===== config.mk =====
export PLATFORM = sky130hd
export DESIGN_NAME = target_port_group_matcher_unit
export DESIGN_NICKNAME = d
export VERILOG_FILES = /design/src/hw/rtl/tpgm_pkg.sv /design/src/hw/rtl/target_port_group_matcher_unit.sv /design/src/hw/rtl/tpgm_in_stage.sv /design/src/hw/rtl/tpgm_parser.sv
export SDC_FILE = /design/constraint.sdc
export NUM_CORES = 1
export LEC_CHECK = 0
export ABC_AREA = 1
export BUFFER_PORTS_ARGS = -buffer_cell sky130_fd_sc_hd__buf_2
export CAP_MARGIN = 20
export CORE_UTILIZATION = 59
export CTS_CLUSTER_DIAMETER = 30
export DETAILED_ROUTE_END_ITERATION = 12
export GPL_TIMING_DRIVEN = 0
export PLACE_DENSITY = 0.78
export SLEW_MARGIN = 15
export SYNTH_ARGS = -nofsm -noshare
export SYNTH_HDL_FRONTEND = slang
export SYNTH_SLANG_ARGS = --single-unit

===== constraint.sdc =====
create_clock -name aclk -period 6.6 [get_ports aclk]
set_clock_uncertainty 0.2 [all_clocks]
set_input_delay 1.32 -clock aclk [delete_from_list [all_inputs] [get_ports aclk]]
set_output_delay 1.32 -clock aclk [all_outputs]
set_load 0.01 [all_outputs]

===== src/hw/rtl/tpgm_pkg.sv =====
// Package for the target port group matcher: item, result and config types
// and the fixed codes shared by the parser and the top level.
// No dependencies.
package tpgm_pkg;

    // Configuration register indexes
    localparam logic CFG_REL_PORT_ID   = 1'b0;
    localparam logic CFG_PORT_GROUP_ID = 1'b1;

    // Path state codes of the result
    localparam logic [2:0] PATH_OPTIMIZED    = 3'd0;
    localparam logic [2:0] PATH_OTHER        = 3'd3;
    localparam logic [2:0] PATH_INACTIVE     = 3'd4;

    // Field masks
    localparam logic [7:0] STATE_NIBBLE_MASK = 8'h0f;

    // Widths of the packed stream words
    localparam int S_TDATA_W = 8;
    localparam int M_TDATA_W = 40;

    // One response byte as it enters the parser
    typedef struct packed {
        logic [7:0] data_byte;
        logic       first_byte;
    } item_t;

    // Match targets
    typedef struct packed {
        logic [15:0] rel_port_id;
        logic [15:0] port_group_id;
    } cfg_t;

    // One decision
    typedef struct packed {
        logic        matched;
        logic [2:0]  path_state;
        logic        preferred_path;
        logic [31:0] group_offset;
    } result_t;

endpackage


===== src/hw/rtl/target_port_group_matcher_unit.sv =====
// Top level of the target port group matcher: config registers, input stage,
// parser and result register. Uses tpgm_pkg, tpgm_in_stage and tpgm_parser.
//
//  channel   direction  fields
//  s_*       in         tdata[7:0] data_byte, tuser first_byte
//  m_*       out        tdata[2:0] path_state, [3] preferred_path,
//                       [35:4] group_offset, [39:36] zero; tuser matched
//  cfg_*     in         index 0 rel_port_id, index 1 port_group_id
//
// One byte is taken per cycle unless stalled; a byte passes the input register
// and the parser, and a deciding byte puts its result in the output register
// as it leaves the input register. Throughput is set by the single parse state
// update per byte. Reset (aresetn low, synchronous) empties both registers and
// returns the parser to idle. A result held by m_tready low keeps the next
// byte in the input register, and s_tready drops once that register is full.
module target_port_group_matcher_unit
    import tpgm_pkg::*;
(
    input  logic                 aclk,
    input  logic                 aresetn,
    input  logic                 cfg_wr_en,
    input  logic                 cfg_addr,
    input  logic [15:0]          cfg_wdata,
    input  logic                 s_tvalid,
    output logic                 s_tready,
    input  logic [S_TDATA_W-1:0] s_tdata,   // [7:0] data_byte
    input  logic                 s_tuser,   // [0] first_byte
    output logic                 m_tvalid,
    input  logic                 m_tready,
    output logic [M_TDATA_W-1:0] m_tdata,   // [2:0] path_state, [3] preferred_path,
                                            // [35:4] group_offset, [39:36] zero
    output logic                 m_tuser    // [0] matched
);

    cfg_t    cfg_reg;
    item_t   in_item;
    item_t   item;
    logic    item_valid;
    logic    item_pop;
    logic    res_valid;
    result_t res;
    logic    out_valid_reg;
    result_t out_reg;

    // Configuration writes
    always_ff @(posedge aclk) begin
        if (!aresetn) begin
            cfg_reg <= '0;
        end else if (cfg_wr_en) begin
            case (cfg_addr)
                CFG_REL_PORT_ID:   cfg_reg.rel_port_id   <= cfg_wdata;
                CFG_PORT_GROUP_ID: cfg_reg.port_group_id <= cfg_wdata;
                default:           cfg_reg               <= cfg_reg;
            endcase
        end
    end

    assign in_item.data_byte  = s_tdata;
    assign in_item.first_byte = s_tuser;

    tpgm_in_stage u_in_stage (
        .aclk       (aclk),
        .aresetn    (aresetn),
        .in_valid   (s_tvalid),
        .in_ready   (s_tready),
        .in_item    (in_item),
        .item_valid (item_valid),
        .item_pop   (item_pop),
        .item       (item)
    );

    // Advance a byte when the result register is free or being drained
    assign item_pop = item_valid && (!out_valid_reg || m_tready);

    tpgm_parser u_parser (
        .aclk       (aclk),
        .aresetn    (aresetn),
        .cfg        (cfg_reg),
        .item_valid (item_pop),
        .item       (item),
        .res_valid  (res_valid),
        .res        (res)
    );

    // Result register occupancy
    always_ff @(posedge aclk) begin
        if (!aresetn) begin
            out_valid_reg <= 1'b0;
        end else if (item_pop) begin
            out_valid_reg <= res_valid;
        end else if (m_tready) begin
            out_valid_reg <= 1'b0;
        end
    end

    // Result payload
    always_ff @(posedge aclk) begin
        if (res_valid) begin
            out_reg <= res;
        end
    end

    assign m_tvalid = out_valid_reg;
    assign m_tuser  = out_reg.matched;
    assign m_tdata  = {4'd0, out_reg.group_offset, out_reg.preferred_path,
                       out_reg.path_state};

endmodule


===== src/hw/rtl/tpgm_in_stage.sv =====
// Input register stage of the target port group matcher.
// Holds one accepted transaction until the parser takes it. Uses tpgm_pkg.
module tpgm_in_stage
    import tpgm_pkg::*;
(
    input  logic  aclk,
    input  logic  aresetn,
    input  logic  in_valid,
    output logic  in_ready,
    input  item_t in_item,
    output logic  item_valid,
    input  logic  item_pop,
    output item_t item
);

    logic  valid_reg;
    item_t item_reg;

    // Take a new transaction when empty or when the held one leaves
    assign in_ready   = !valid_reg || item_pop;
    assign item_valid = valid_reg;
    assign item       = item_reg;

    // Track occupancy
    always_ff @(posedge aclk) begin
        if (!aresetn) begin
            valid_reg <= 1'b0;
        end else if (in_valid && in_ready) begin
            valid_reg <= 1'b1;
        end else if (item_pop) begin
            valid_reg <= 1'b0;
        end
    end

    // Load payload
    always_ff @(posedge aclk) begin
        if (in_valid && in_ready) begin
            item_reg <= in_item;
        end
    end

endmodule


===== src/hw/rtl/tpgm_parser.sv =====
// Byte-wise parser of a report-target-port-groups response.
// Updates its parse state once per byte and flags the deciding byte. Uses tpgm_pkg.
module tpgm_parser
    import tpgm_pkg::*;
(
    input  logic    aclk,
    input  logic    aresetn,
    input  cfg_t    cfg,
    input  logic    item_valid,
    input  item_t   item,
    output logic    res_valid,
    output result_t res
);

    // Parse phases
    localparam logic [1:0] PH_IDLE   = 2'd0;
    localparam logic [1:0] PH_HEADER = 2'd1;
    localparam logic [1:0] PH_DESC   = 2'd2;
    localparam logic [1:0] PH_PORT   = 2'd3;

    logic [1:0]  phase_reg,      phase_next;
    logic [32:0] pos_reg,        pos_next;
    logic [32:0] end_reg,        end_next;
    logic [2:0]  field_reg,      field_next;
    logic [3:0]  gstate_reg,     gstate_next;
    logic [15:0] gid_reg,        gid_next;
    logic [7:0]  ports_reg,      ports_next;
    logic [7:0]  hi_reg,         hi_next;
    logic [31:0] dstart_reg,     dstart_next;

    // Next-state and result logic for one byte
    always_comb begin
        logic [32:0] nxt;
        logic [15:0] rel;
        logic [7:0]  ports_dec;
        logic        at_boundary;
        logic        emit;
        logic [2:0]  st;

        nxt         = pos_reg + 33'd1;
        rel         = {hi_reg, item.data_byte};
        ports_dec   = ports_reg - 8'd1;
        at_boundary = 1'b0;
        emit        = 1'b0;
        st          = PATH_OTHER;

        phase_next  = phase_reg;
        pos_next    = pos_reg;
        end_next    = end_reg;
        field_next  = field_reg;
        gstate_next = gstate_reg;
        gid_next    = gid_reg;
        ports_next  = ports_reg;
        hi_next     = hi_reg;
        dstart_next = dstart_reg;

        res.matched        = 1'b0;
        res.path_state     = PATH_INACTIVE;
        res.preferred_path = 1'b0;
        res.group_offset   = 32'd0;

        // Restart on the first byte of a response
        if (item.first_byte) begin
            pos_next   = 33'd0;
            end_next   = 33'd0;
            phase_next = PH_HEADER;
            field_next = 3'd0;
            nxt        = 33'd1;
        end

        if (phase_next != PH_IDLE) begin
            pos_next = nxt;
            case (phase_next)
                PH_HEADER: begin
                    end_next = {1'b0, end_next[23:0], item.data_byte};
                    if (field_next >= 3'd3) begin
                        end_next    = end_next + 33'd4;
                        at_boundary = 1'b1;
                    end else begin
                        field_next = field_next + 3'd1;
                    end
                end
                PH_DESC: begin
                    if (field_next == 3'd0) begin
                        gstate_next = 4'(item.data_byte & STATE_NIBBLE_MASK);
                    end else if (field_next == 3'd2) begin
                        gid_next = {item.data_byte, 8'd0};
                    end else if (field_next == 3'd3) begin
                        gid_next = {gid_reg[15:8], item.data_byte};
                    end
                    if (field_next == 3'd7) begin
                        ports_next = item.data_byte;
                        if (item.data_byte == 8'd0) begin
                            at_boundary = 1'b1;
                        end else begin
                            phase_next = PH_PORT;
                            field_next = 3'd0;
                        end
                    end else begin
                        field_next = field_next + 3'd1;
                    end
                end
                PH_PORT: begin
                    if (field_next == 3'd2) begin
                        hi_next = item.data_byte;
                    end
                    if (field_next >= 3'd3) begin
                        if (rel == cfg.rel_port_id && gid_reg == cfg.port_group_id) begin
                            // Hit: report the group state of this descriptor
                            st                 = (gstate_reg <= 4'd2) ? gstate_reg[2:0]
                                                                      : PATH_OTHER;
                            emit               = 1'b1;
                            res.matched        = 1'b1;
                            res.path_state     = st;
                            res.preferred_path = (st == PATH_OPTIMIZED);
                            res.group_offset   = dstart_reg;
                        end else begin
                            ports_next = ports_dec;
                            if (ports_dec == 8'd0) begin
                                at_boundary = 1'b1;
                            end else begin
                                field_next = 3'd0;
                            end
                        end
                    end else begin
                        field_next = field_next + 3'd1;
                    end
                end
                default: begin
                    phase_next = PH_IDLE;
                end
            endcase

            // Descriptor boundary: finish without a match or open a descriptor
            if (at_boundary) begin
                if (nxt >= end_next) begin
                    emit = 1'b1;
                end else begin
                    phase_next  = PH_DESC;
                    field_next  = 3'd0;
                    dstart_next = nxt[31:0];
                end
            end

            if (emit) begin
                phase_next = PH_IDLE;
            end
        end

        res_valid = item_valid && emit;
    end

    // Control state
    always_ff @(posedge aclk) begin
        if (!aresetn) begin
            phase_reg <= PH_IDLE;
            pos_reg   <= 33'd0;
            end_reg   <= 33'd0;
            field_reg <= 3'd0;
            ports_reg <= 8'd0;
        end else if (item_valid) begin
            phase_reg <= phase_next;
            pos_reg   <= pos_next;
            end_reg   <= end_next;
            field_reg <= field_next;
            ports_reg <= ports_next;
        end
    end

    // Captured descriptor fields
    always_ff @(posedge aclk) begin
        if (!aresetn) begin
            gstate_reg <= 4'd0;
            gid_reg    <= 16'd0;
            hi_reg     <= 8'd0;
            dstart_reg <= 32'd0;
        end else if (item_valid) begin
            gstate_reg <= gstate_next;
            gid_reg    <= gid_next;
            hi_reg     <= hi_next;
            dstart_reg <= dstart_next;
        end
    end

endmodule


=== After elaboration in Yosys (flattened, before gate mapping) ===
Index checks and enable logic that the tools add are counted.

* Register bits after elaboration: 219
* Bits in latches: 0
* Bits in writable memories: 0
* ROM bits: 0
* Input port bits: 31
* Output and inout port bits: 43
* Memories kept: 0

* $add $sub $neg: 4
* $mul: 0
* Div/mod/pow operators: 0
* $lt $le $gt $ge: 3
* Equal/unequal tests: 11
* Shifts and indexed selects: 0
* Muxes and demuxes: 54
* Bitwise gates (word level): 3
* Reduce and logical (&&, ||, !) cells: 30

{| class="wikitable"
|+ Operators by type and width
! kind !! number
|-
| 33-bit two-way mux || 8
|-
| 37-bit two-way mux || 1
|-
| 32-bit by 3-bit adder with 33-bit output, second input constant || 1
|-
| 33-bit by 1-bit adder with 33-bit output, second input constant || 1
|-
| 33-bit >= comparator || 1
|-
| 3-bit two-way mux || 11
|-
| 16-bit equality test || 2
|-
| 8-bit two-way mux || 4
|-
| 1-bit two-way mux || 18
|-
| 8-bit logical NOT || 2
|-
| 16-bit two-way mux || 1
|-
| 8-bit one-hot mux with 2 select lines || 1
|-
| 4-bit AND reduction || 4
|-
| 2-bit two-way mux || 7
|-
| 2-bit nonzero test || 6
|-
| 5-bit AND reduction || 2
|-
| 3-bit one-hot mux with 3 select lines || 1
|-
| 8-bit by 1-bit subtractor with 8-bit output, second input constant || 1
|-
| 3-bit by 2-bit equality test with 1-bit output, second input constant || 2
|-
| 3-bit logical NOT || 2
|-
| 2-bit AND reduction || 3
|-
| 6-bit AND reduction || 1
|-
| 2-bit equality test, second input constant || 2
|-
| 4-bit by 2-bit <= comparator with 1-bit output, second input constant || 1
|-
| 14 further kinds || 22
|}

=== Depth between registers and ports, before layout ===
Gate-level depths: netlist of the first run.

* Depth in word-level cells: 12
* Depth in mapped cells: 33

=== Modules after synthesis ===
Synthesis of the first run repeated with hierarchy kept, for this count alone.

* Cell total of the unflattened synthesis: 1774
* Area, all modules: 12354.3 sq um

{| class="wikitable"
|+ By module, submodules not included
! module !! times used !! cells an instance !! area each (sq um) !! seq. area each (sq um)
|-
| tpgm_parser || 1 || 1533 || 9534.1 || 2782.7
|-
| target_port_group_matcher_unit || 1 || 225 || 2498.6 || 1771.7
|-
| tpgm_in_stage || 1 || 16 || 321.6 || 290.3
|}

=== Least setup slack after synthesis of the first run ===
Ideal clock, no wire load.

* Kind: register to register
* From: reg u_in_stage.item_reg, in the netlist u_in_stage.item[0]
* To: reg out_reg, in the netlist m_tdata[0] (enable)
* Setup time: 0.392 ns
* Arrival: 4.507 ns
* Setup slack: 1.502 ns
* Cell stages (with the launch flop): 29
* Buffers on the path: 3
* Period minus slack after synthesis: 5.098 ns
* Cell sequence: edfxtp_1 > buf_6 > buf_2 > nor2_1 > ha_1 > inv_1 > ha_1 > buf_2 > nor2_1 > nand2_1 > nor3_4 > nand2_1 > nor2_4 > nand2_1 > a21oi_1 > o21ai_0 > o21ai_0 > inv_1 > ha_1 > nand2_1 > nor2_1 > nand2_1 > nor3_1 > nand2_1 > nand3_1 > a21oi_1 > o21ai_0 > nand2_1 > inv_1

* Cells in the longest elaborated chain, start to end: 11

{| class="wikitable"
|+ RTL lines
! item !! line !! RTL
|-
| start, declared || tpgm_in_stage.sv:17 || <nowiki>item_t item_reg;</nowiki>
|-
| start signal, assigned || tpgm_in_stage.sv:38 || <nowiki>item_reg <= in_item;</nowiki>
|-
| 33-bit two-way mux / 3-bit two-way mux (equally long branches) || tpgm_parser.sv:63 || <nowiki>if (item.first_byte) begin</nowiki>
|-
| 32-bit by 3-bit adder with 33-bit output / 3-bit by 2-bit >= comparator with 1-bit output (equally long branches) || tpgm_parser.sv:77, tpgm_parser.sv:76, tpgm_parser.sv:107 ||
|-
| 33-bit two-way mux || tpgm_parser.sv:76 || <nowiki>if (field_next >= 3'd3) begin</nowiki>
|-
| 33-bit two-way mux || tpgm_parser.sv:73 || <nowiki>case (phase_next)</nowiki>
|-
| 33-bit two-way mux || tpgm_parser.sv:71 || <nowiki>if (phase_next != PH_IDLE) begin</nowiki>
|-
| 33-bit >= comparator || tpgm_parser.sv:136 || <nowiki>if (nxt >= end_next) begin</nowiki>
|-
| 1-bit two-way mux || tpgm_parser.sv:136 ||
|-
| 1-bit two-way mux || tpgm_parser.sv:135 || <nowiki>if (at_boundary) begin</nowiki>
|-
| 1-bit two-way mux || tpgm_parser.sv:71 ||
|-
| 1-bit two-way mux (*) || tpgm_parser.sv:71 ||
|-
| 1-bit logical AND (*) || tpgm_parser.sv:150 || <nowiki>res_valid = item_valid && emit;</nowiki>
|-
| net res_valid || target_port_group_matcher_unit.sv:40 || <nowiki>logic res_valid;</nowiki>
|-
| end signal, assigned || target_port_group_matcher_unit.sv:99 || <nowiki>out_reg <= res;</nowiki>
|-
| end, declared || target_port_group_matcher_unit.sv:43 || <nowiki>result_t out_reg;</nowiki>
|}

The timed path passes the listed nets; every way through them passes the cells marked *. The select of a mux whose other input is x is not followed.
A chain may end at the register's enable or synchronous reset.

=== Worst setup path after layout of the first run ===
* From: reg u_in_stage.item_reg, in the netlist u_in_stage.item[0]
* To: reg out_reg, in the netlist m_tdata[18] (enable)

The elaborated chain is that of the path after synthesis.

==> results of run 1 <==
[synthesized netlist by cell type (2+ instances only)]
library cell,count
buf_2,15
nor2_2,13
nand2_2,7
o21a_1,3
nand4_2,2
dfxtp_1,173
xor2_1,18
nor3_2,4
edfxtp_1,46
nand3b_1,5
nand3_2,2
a21oi_1,178
buf_6,10
nand4_1,15
o22ai_1,2
ha_1,44
a211oi_1,9
nor3_1,28
o211ai_1,10
or2_1,2
clkbuf_1,37
o21ai_1,26
inv_1,238
buf_4,4
a31oi_1,4
inv_2,10
nand2_1,320
buf_1,2
nor4_1,11
nor2_4,5
xnor2_1,16
nor2_1,218
o21ai_2,3
clkinv_1,3
a22oi_1,2
o21ai_0,154
or2_2,3
nand3_1,55
[per-layer routing]
| layer | track usage, % | part of all wire [%] | vias up |
|---|---|---|---|
| li1 | - | - | 5816 |
| met1 | 48.7 | 41 | 5563 |
| met2 | 58.2 | 45 | 687 |
| met3 | 7.14 | 10 | 107 |
| met4 | 15.6 | 3.5 | 2 |
| met5 | 0 | 0.033 | - |
[logic make-up (layout without fill, tap and decap cells)]
| logic type | count (synthesis) | after routing |
|---|---|---|
| fa+ha+maj | 44 | 44 |
| compound gates | 396 | 396 |
| simple gates | 696 | 696 |
| xor+xnor | 34 | 34 |
| buf+inv | 321 | 471 |
| other cells | 1 | 4 |
| flops | 219 | 219 |
[layout make-up]
| cell class | count | share of cell area, % |
|---|---|---|
| tap | 270 | 2.36 |
| timing repair buffer | 69 | 2.41 |
| inverter | 252 | 6.64 |
| multi-input combinational | 1174 | 41.6 |
| clock buffer | 56 | 8.58 |
| sequential | 219 | 33.9 |
| clock inverter | 25 | 1.94 |
| buffer | 69 | 2.58 |
[report_power, final]
part | internal (mW) | switching [mW] | leakage (nW)
combinational | 0.114 | 0.269 | 3.52
clock | 1.41 | 0.783 | 0.719
sequential | 1.41 | 0.0396 | 1.90
[worst paths after layout]
| check | end | start | slack [ns] |
|---|---|---|---|
| worst max-delay path | m_tdata[18] | u_in_stage.item[0] | 0.50 |
| worst min-delay path | u_parser.dstart_reg[2] | u_parser.dstart_reg[2] | 0.25 |
| worst max register to register | m_tdata[18] | u_in_stage.item[0] | 0.50 |
| worst min register to register | u_parser.dstart_reg[2] | u_parser.dstart_reg[2] | 0.25 |
[critical path: cells and delay by family (launching register included)]
family / cells / cell delay [ns]
AND/OR/NAND/NOR: 13 / 2.18
buffers and inverters: 6 / 1.23
adder cells (fa/ha/maj): 3 / 0.81
AO/OA/AOI/OAI: 3 / 0.68
flip-flops: 1 / 0.48
XOR/XNOR: 1 / 0.12
[metrics by stage]
step           cells  area (sq um)  setup WS (ns)
6_report        2134         14300          0.501
5_1_grt         2134         14300         0.0346
4_1_cts         2134         14300          0.429
3_5_place_dp    2053         12800          0.498
3_3_place_gp    2053         12800          0.115
2_1_floorplan   1714         12100           1.50
[repair_timing]
action	in CTS	in global routing
setup endpoints to repair	0	37
buffers inserted	0	0
gates resized for setup	0	2
==> impl_metrics.env, run 1 <==
export IMPL_status="complete, no violations"
export IMPL_final_util_pct=70.9
export IMPL_clkTransAtPathRegs_ns=0.05
export IMPL_wl_per_cell_um=18.3
export IMPL_start_util_pct=60.0
export IMPL_yosysWarnings=0
export IMPL_ys_seq_area_share_pct=40.0
export IMPL_synth_mux_area_fraction_pct=0
export IMPL_synth_cell_type_count=52
export IMPL_antenna_found_initial=1
export IMPL_synth_simple_area_share_pct=24.9
export IMPL_numCtsBuffers=44
export IMPL_ctsHtreeMaxLevel=2
export IMPL_synth_top_family_by_area="simple AND/OR/NAND/NOR gates"
export IMPL_holdPathStages=2
export IMPL_totalWireLength_um=39000
export IMPL_vias=12200
export IMPL_finalHoldWorstSlack_ns=0.253
export IMPL_clock_latency_ns=0.56
export IMPL_synth_async_sr_flop_share_pct=0
export IMPL_dr_first_iter_drc_count=1198
export IMPL_core_sq_mm=0.0202
export IMPL_layout_common_cells="nand2_1, inv_1, nor2_1, a21oi_1, dfxtp_1"
export IMPL_hold_violations=0
export IMPL_nFillCells=1701
export IMPL_io_pins=74
export IMPL_finalNetCount=1904
export IMPL_place_hpwl_um=28700
export IMPL_synthXorXnorAreaFrac_pct=2.46
export IMPL_hp_class="reg -> reg"
export IMPL_grt_max_degree=38
export IMPL_power_density_mw_per_mm2=282
export IMPL_setup_viol=0
export IMPL_ctsHoldBuffers=0
export IMPL_cp_required_ns=6.58
export IMPL_cts_root_buf="clkbuf_16"
export IMPL_cts_tree="done"
export IMPL_startpoint_type="flop"
export IMPL_antenna_cells=0
export IMPL_tns_ns=0
export IMPL_seq_area_sq_mm=0.00484
export IMPL_die_y_um=145
export IMPL_period_share_pct=92.4
export IMPL_die_x_um=145
export IMPL_rsz0062_at_grt="false"
export IMPL_vias_per_cell=5.71
export IMPL_grt_pass1_wl_um=60100
export IMPL_globalRouteTotalUtil_pct=36.7
export IMPL_tightest_slew_ns=0.782
export IMPL_synth_compound_area_share_pct=17.2
export IMPL_drtPass1Iterations=6
export IMPL_num_rows=52
export IMPL_synthesis_area_sq_mm=0.0121
export IMPL_ir_worst_vdd_mv=0.208
export IMPL_gp_congestion=0.985
export IMPL_crit_path_top_delay_cell="edfxtp_1"
export IMPL_netlist_top_cells_area="dfxtp_1, edfxtp_1, nand2_1"
export IMPL_p_leak_nw=6.14
export IMPL_total_power_mw=4.03
export IMPL_synth_adder_area_share_pct=4.55
export IMPL_post_route_min_period_ns=6.10
export IMPL_cts_sinks=219
export IMPL_cts_buffer_depth=3
export IMPL_endpoint_kind="flop"
export IMPL_path_max_fanout=37
export IMPL_timing_fmax_mhz=164
export IMPL_max_stage_delay_ns=0.48
export IMPL_grt_pass1_vias=11400
export IMPL_layout_drive_gt1_share_pct=12.4
export IMPL_synthToLayoutAreaGrowth_pct=18.2
export IMPL_synthCells=1711
export IMPL_synth_edf_count=46
export IMPL_synth_area_leader_cell="dfxtp_1"
export IMPL_maxSlewHeadroom_pct=47.8
export IMPL_largest_register_ffs=36
export IMPL_r2r_cells=26
export IMPL_slew_viol_final=0
export IMPL_final_common_cell="nand2_1"
export IMPL_dieArea_sq_mm=0.0211
export IMPL_worstSetupPathType="reg -> reg"
export IMPL_antenna_left=0
export IMPL_overflow=0
export IMPL_port_buffer_count=69
export IMPL_crit_path_frequent_cell="nand2_1"
export IMPL_synth_top_flop_cell="dfxtp_1"
export IMPL_synth_seq_cells=219
export IMPL_cp_arrival_ns=6.08
export IMPL_drc=0
export IMPL_max_cap_violations=0
export IMPL_synth_top_area_share_pct=28.6
export IMPL_syn_avg_cell_area_sq_um=7.07
export IMPL_multi_input_comb_area_sq_mm=0.00595
No activity file was read; power rests on OpenSTA's default activity.
==> run 2: changes to the inputs <==
--- a/config.mk
+++ b/config.mk
@@ -12,7 +12,8 @@
 export CTS_CLUSTER_DIAMETER = 30
 export DETAILED_ROUTE_END_ITERATION = 12
 export GPL_TIMING_DRIVEN = 0
-export PLACE_DENSITY = 0.78
+export HOLD_SLACK_MARGIN = 0.06
+export PLACE_DENSITY = 0.75
 export SLEW_MARGIN = 15
 export SYNTH_ARGS = -nofsm -noshare
 export SYNTH_HDL_FRONTEND = slang
==> run 2 against run 1 <==
  * Clock power grew 5%
  * Setup slack gained 0.045 ns
  * Die area unchanged
  * Critical path depth stayed put
  * Sequential share of layout area down 0.10 points
  * Total power is 2.4% higher
  * Non-clock buffer count did not move
  * Combinational power fell by 1%
  * Sequential power hardly changed
  * Final cell count about the same
  * Largest power group unchanged
  * Highest routed layer is now met4
==> impl_metrics.env, run 2 (synthesis gave the netlist of run 1 again) <==
export IMPL_status="complete, no violations"
export IMPL_max_cap_violations=0
export IMPL_synthToLayoutAreaGrowth_pct=18.6
export IMPL_cp_arrival_ns=6.05
export IMPL_io_pins=74
export IMPL_largest_register_ffs=36
export IMPL_maxSlewHeadroom_pct=40.7
export IMPL_num_rows=52
export IMPL_internal_power_mw=2.99
export IMPL_layout_common_cells="nand2_1, inv_1, nor2_1, a21oi_1, dfxtp_1"
export IMPL_multi_input_comb_area_sq_mm=0.00595
export IMPL_top_layer="met4"
export IMPL_totalWireLength_um=38900
export IMPL_dieArea_sq_mm=0.0211
export IMPL_numCtsBuffers=44
export IMPL_grt_max_degree=38
export IMPL_grt_pass1_wl_um=60200
export IMPL_clkTransAtPathRegs_ns=0.05
export IMPL_timing_fmax_mhz=165
export IMPL_globalRouteTotalUtil_pct=36.6
export IMPL_startpoint_type="flop"
export IMPL_core_sq_mm=0.0202
export IMPL_cts_root_buf="clkbuf_16"
export IMPL_antenna_cells=0
export IMPL_r2r_setup_slack_ns=0.55
export IMPL_drtPass1Iterations=5
export IMPL_period_share_pct=91.7
export IMPL_met2_length_um=17200
export IMPL_tightest_slew_ns=0.890
export IMPL_dr_first_iter_drc_count=1172
export IMPL_path_max_fanout=37
export IMPL_setup_viol=0
export IMPL_finalInstanceArea_sq_mm=0.0143
export IMPL_p_leak_nw=6.14
export IMPL_endpoint_kind="flop"
export IMPL_grt_pass1_vias=11300
export IMPL_antenna_found_initial=0
export IMPL_start_util_pct=60.0
export IMPL_power_share_clock_pct=55.7
export IMPL_die_x_um=145
export IMPL_power_density_mw_per_mm2=288
export IMPL_ctsHtreeMaxLevel=2
export IMPL_die_y_um=145
export IMPL_max_stage_delay_ns=0.47
export IMPL_clock_latency_ns=0.56
export IMPL_wl_per_cell_um=18.2
export IMPL_slew_viol_final=0
export IMPL_port_buffer_count=69
export IMPL_ir_worst_vdd_mv=0.215
export IMPL_vias_per_cell=5.67
export IMPL_dp_cells=2053
export IMPL_crit_path_top_delay_cell="edfxtp_1"
export IMPL_power_switching_mw=1.14
export IMPL_worstSetupPathType="reg -> reg"
export IMPL_cpLargestDelayFamily="simple AND/OR/NAND/NOR gates"
export IMPL_hold_violations=0
export IMPL_cp_required_ns=6.59
export IMPL_vias=12100
export IMPL_cts_buffer_depth=3
export IMPL_seqPwrFrac_pct=35.1
export IMPL_layout_drive_gt1_share_pct=12.5
export IMPL_place_area_sq_mm=0.0128
export IMPL_crit_path_frequent_cell="nand2_1"
export IMPL_ctsHoldBuffers=0
export IMPL_hp_class="reg -> reg"
export IMPL_gp_congestion=0.985
export IMPL_tns_ns=0
export IMPL_drc=0
export IMPL_antenna_left=0
export IMPL_post_route_min_period_ns=6.05
export IMPL_nFillCells=1696
export IMPL_total_power_mw=4.12
export IMPL_finalNonFillerCells=2135
export IMPL_final_common_cell="nand2_1"
export IMPL_cts_tree="done"
export IMPL_met3WireLength_um=4100
export IMPL_pwr_share_comb_pct=9.1
export IMPL_place_hpwl_um=28900
export IMPL_overflow=0
export IMPL_wl_met1_um=16100
export IMPL_finalNetCount=1904
export IMPL_seq_area_sq_mm=0.00484
export IMPL_critPathBufInv=6
export IMPL_cts_sinks=219
export IMPL_rsz0062_at_grt="false"
export IMPL_switching_share_pct=27.6
[run 2: worst min-delay path, stage by stage (launching register included)]
cell and delay, ns:
dfxtp_1 0.30, inv_1 0.06, a21oi_1 0.05
[run 2: power by group through the flow]
stage	clock network [mW]	logic, mW	registers, mW
after detailed placement	0	0.362	1.47
after floorplan	0	0.247	1.46
after global routing	2.37	0.411	1.45
after CTS	2.30	0.366	1.45
final	2.30	0.377	1.45
after global placement	0	0.355	1.47
[run 2: cell type report]
type | instances | area share [%]
Multi-Input combinational cell | 1174 | 41.5
Sequential cell | 219 | 33.8
Clock buffer | 47 | 7.82
Inverter | 252 | 6.62
Clock inverter | 35 | 2.97
Buffer | 69 | 2.57
Timing Repair Buffer | 69 | 2.41
Tap cell | 270 | 2.35
[run 2: timing repair]
item / CTS / global route
setup buffers: 0 / 0
endpoints found under the setup margin: 0 / 37
resized for setup: 0 / 2
[run 2: path summary, 6_finish.rpt]
check                                        startpoint                      end  cells after the start
worst max-delay path                 u_in_stage.item[0]              m_tdata[34]                     26
worst min-delay path            u_parser.dstart_reg[24]  u_parser.dstart_reg[24]                      2
worst min register to register  u_parser.dstart_reg[24]  u_parser.dstart_reg[24]                      2
worst max register to register       u_in_stage.item[0]              m_tdata[34]                     26
[run 2: stage by stage]
step	worst slack, ns	utilization [%]	hold WS [ns]
2_1_floorplan	1.50	-	0.230
3_3_place_gp	0.0377	63.4	0.242
3_5_place_dp	0.432	63.4	0.246
4_1_cts	0.428	71.1	0.254
5_1_grt	0.0439	71.1	0.271
6_report	0.546	71.1	0.255
[run 2: per-layer routing]
layer,vias up,track usage (%)
li1,5822,-
met1,5535,48.4
met2,636,58.2
met3,114,7.86
met4,0,14.4
met5,-,0
